File: config.mk
export PLATFORM = sky130hd
export DESIGN_NAME = pwrs_ctrl
export DESIGN_NICKNAME = d
export VERILOG_FILES = /design/src/pwrs_pkg.sv /design/src/pwrs_ctrl.sv
export SDC_FILE = /design/constraint.sdc
export NUM_CORES = 1
export LEC_CHECK = 0
export BUFFER_PORTS_ARGS = -buffer_cell sky130_fd_sc_hd__buf_2
export CAP_MARGIN = 5
export CORE_AREA = 2 2 39 41
export DETAILED_ROUTE_END_ITERATION = 8
export DIE_AREA = 0 0 41 43
export GPL_ROUTABILITY_DRIVEN = 0
export HOLD_SLACK_MARGIN = 0.03
export PLACE_DENSITY_LB_ADDON = 0.15
export SETUP_SLACK_MARGIN = 0.2
export SYNTH_ARGS = -nofsm -noshare
export SYNTH_HDL_FRONTEND = slang
export SYNTH_SLANG_ARGS = --single-unit
export TNS_END_PERCENT = 20
File: constraint.sdc
create_clock -name clk -period 1.8 [get_ports clk]
set_input_delay 0.09 -clock clk [delete_from_list [all_inputs] [get_ports clk]]
set_output_delay 0.09 -clock clk [all_outputs]
set_load 0.05 [all_outputs]
File: src/pwrs_pkg.sv
`timescale 1ns / 1ps
package pwrs_pkg;

	localparam int MAX_QUEUES_D   = 4;
	localparam int QUEUE_DEPTH_D  = 64;
	localparam int WEIGHT_BITS_D  = 8;
	localparam int RANDOM_BITS_D  = 16;

	localparam int HANDLE_W = 16;
	localparam int BYTES_W  = 16;
	localparam int PRIO_W   = 16;
	localparam int AHEAD_W  = 24;
	localparam int DESC_W   = HANDLE_W + BYTES_W;
	localparam int CFG_IDX_W  = 2;
	localparam int CFG_DATA_W = 8;
	localparam int NQ_W     = 3;

	localparam logic [AHEAD_W-1:0] AHEAD_MAX = '1;

	typedef enum logic [1:0] {
		KIND_ENQ   = 2'd0,
		KIND_DEQ   = 2'd1,
		KIND_QUERY = 2'd2,
		KIND_NONE  = 2'd3
	} kind_t;

	typedef enum logic [1:0] {
		ST_OK    = 2'd0,
		ST_DROP  = 2'd1,
		ST_EMPTY = 2'd2
	} status_t;

	typedef enum logic [1:0] {
		CFG_NUM_QUEUES = 2'd0,
		CFG_WEIGHT_Q1  = 2'd1,
		CFG_WEIGHT_Q2  = 2'd2,
		CFG_WEIGHT_Q3  = 2'd3
	} cfg_idx_t;

	typedef enum logic [1:0] {
		S_IDLE,
		S_EXEC,
		S_READ,
		S_OUT
	} state_t;

	// controller -> datapath
	typedef struct packed {
		logic load;      // capture input item, compute decision
		logic commit;    // apply enqueue bookkeeping, register result
		logic capture;   // latch result from RAM read data, apply pop bookkeeping
		logic out_take;  // result transferred
	} cmd_t;

	// datapath -> controller
	typedef struct packed {
		logic need_read; // the item pops a descriptor
	} sts_t;

endpackage

File: src/pwrs_ctrl.sv
`timescale 1ns / 1ps
module pwrs_ctrl (
	input  logic           clk,
	input  logic           arst_n,
	input  logic           in_valid,
	output logic           in_ready,
	output logic           out_valid,
	input  logic           out_ready,
	input  pwrs_pkg::sts_t sts,
	output pwrs_pkg::cmd_t cmd
);
	import pwrs_pkg::*;

	state_t state_q, state_nx;

	always_ff @(posedge clk or negedge arst_n) begin
		if (!arst_n) begin
			state_q <= S_IDLE;
		end else begin
			state_q <= state_nx;
		end
	end

	always_comb begin
		state_nx  = state_q;
		cmd       = '0;
		in_ready  = 1'b0;
		out_valid = 1'b0;
		unique case (state_q)
			S_IDLE: begin
				in_ready = 1'b1;
				if (in_valid) begin
					cmd.load = 1'b1;
					state_nx = S_EXEC;
				end
			end
			S_EXEC: begin
				cmd.commit = 1'b1;
				state_nx   = sts.need_read ? S_READ : S_OUT;
			end
			S_READ: begin
				cmd.capture = 1'b1;
				state_nx    = S_OUT;
			end
			S_OUT: begin
				out_valid = 1'b1;
				if (out_ready) begin
					cmd.out_take = 1'b1;
					state_nx     = S_IDLE;
				end
			end
			default: state_nx = S_IDLE;
		endcase
	end
endmodule

==> metrics <==
GR Util met3=1.57%; routed len/inst=7.90 um; ant diodes=0; Max Slew Vio Count=0; vias=158; fin cells=48; latest clock arrival within the worst-skew pair=0.22 ns; htree depth=1; Place WS=0.465 ns; final setup violation count=0; critical path depth=4; Final min period=roughly 1.4 ns; Die Ht=43 um; Slew HR=between 80% and 90%; WP buf/inv=2; FFs w/ async S/R, synth=100%; Fin. Hold Viols=0; largest net degree at the start of global routing=6; Total Wirelength=379 um; max FFs per register=2; WS Path Type=reg -> out; M1 GR Usage=5.48%; CTS clk-pin slew, worst paths=0.03 ns; Num CTS Buffers=3; Yosys warnings=0; final hold slack=0.173 ns; hpwl dp=between 200 and 300 um; sequential share of the synthesized area=a little over a quarter; first-pass GRT wire length=around 550 um; Via density=3.29; Post-Syn Nets=27; post-synth top area share=27.0%; R2R cell count=4; Worst EP required=1.71 ns; share of cells above drive strength 1=a little under three fifths; GRT Total Usage=5.53%; die area=approximately 1800 um2; remaining global-route overflow=0; Yosys top cell by area=dfrtp_1; top flop regs=state_q (2); clock sink total=2; setup tns final=0 ns; Port Buffers=10; root buf cell=clkbuf_4; post-synthesis cell area=185 um2; synth top area cells=dfrtp_1, ha_1, mux2_4; critical path endpoint category=output port; starting density of the core=13.4%; CTS max path bufs=2; CP Cell Sequence=inv_1 > ha_2 > and2_1 > buf_2; vias in the first global route=155; drt first pass iters=2; Final ANT Viol Nets=0; core area=1380 um2; Synth-to-Final Area Change=58.1%; clock skew=0.00189 ns; outcome=finished, final reports clean; RSZ-0062 raised after global routing=no; Least-Margin Pin Slew=around 0.25 ns; FF+latch count, synth=2; I/O pins=11; DRC viols=0; hold crit path type=in -> async; placed insts=44; Iter 0 DRT Violations=2; EDFF count, synth=0; row count=14; Worst Setup Slack, final=approximately 0.38 ns; initial antenna violation count=0; busiest grt layer=met4; total of max-cap violations=0; Critical Path Start Type=register; top post-synthesis cells by count=ha_1, and2_1, dfrtp_1, inv_1, o31ai_1; ys flop type=dfrtp_1; CP peak stage delay=0.41 ns; Syn Inst Count=18; f_max=702 MHz; delay-heaviest family, CP=flip-flops; Die Span X=41 um; Largest Register=state_q; TritonCTS clock tree=built; Crit-path slowest cell=dfrtp_1; CP Data Arrival Time=~1.3 ns; crit-path max FO=5; count leader, synth=ha_1; routing usage on met2=6.25%; Synth cell types=11; synthesized area per cell=10.3 um2; Final period util=79.1%; # nets final=43
## through the flow
stage	utilization (%)	cell area [um2]
after floorplan	-	190
after global placement	18.8	260
after detailed placement	18.8	260
after CTS	21.2	293
after global routing	21.2	293
final	21.2	293
## cell families after synthesis
logic type,after synthesis,synth area share (%)
compound gates,3,12.2
fa+ha+maj,4,27.0
buf+inv,3,6.08
flops,2,27.0
mux,1,8.11
simple gates,5,19.6
## repair_timing
item                                   4_1_cts  5_1_grt
gates resized for setup                      0        0
endpoints found under the hold margin        2        0
hold buffers                                 1        0
setup buffers                                0        0
## cell type report
cell class / instances / area (um2)
fill: 159 / 1090
multi-input combinational: 13 / 129
timing repair buffer: 11 / 60.1
sequential: 2 / 50.0
clock buffer: 3 / 22.5
tap: 16 / 20.0
inverter: 3 / 11.3
## routing by layer
layer | wire, um | vias up | share of wire [%]
li1 | - | 86 | -
met1 | 150 | 66 | 40
met2 | 201 | 6 | 53
met3 | 27 | 0 | 7.1
met4 | 0 | 0 | 0
met5 | 0 | - | 0
## cell usage in the layout (no fill, tap or decap)
master	instances
nor2b_4	1
ha_2	2
inv_1	2
clkbuf_4	3
and2_1	2
a21o_1	1
inv_2	1
o31ai_1	2
mux2_4	1
dfrtp_1	2
dlygate4sd3_1	1
nor2_1	1
nor2b_1	1
ha_1	2
buf_2	10
## worst paths after layout
kind | from | slack [ns] | endpoint
min in group clk | sts | 0.26 | state_q[0]
min reg2reg | state_q[0] | 0.56 | state_q[0]
max | state_q[0] | 0.38 | cmd[3]
max in group asynchronous | arst_n | 1.53 | state_q[1]
min | arst_n | 0.17 | state_q[0]
max reg2reg | state_q[0] | 0.46 | state_q[1]
Power is left out: the tool's default activity adds up to more than one toggle a clock period on the data nets, which glitch-free logic cannot reach.
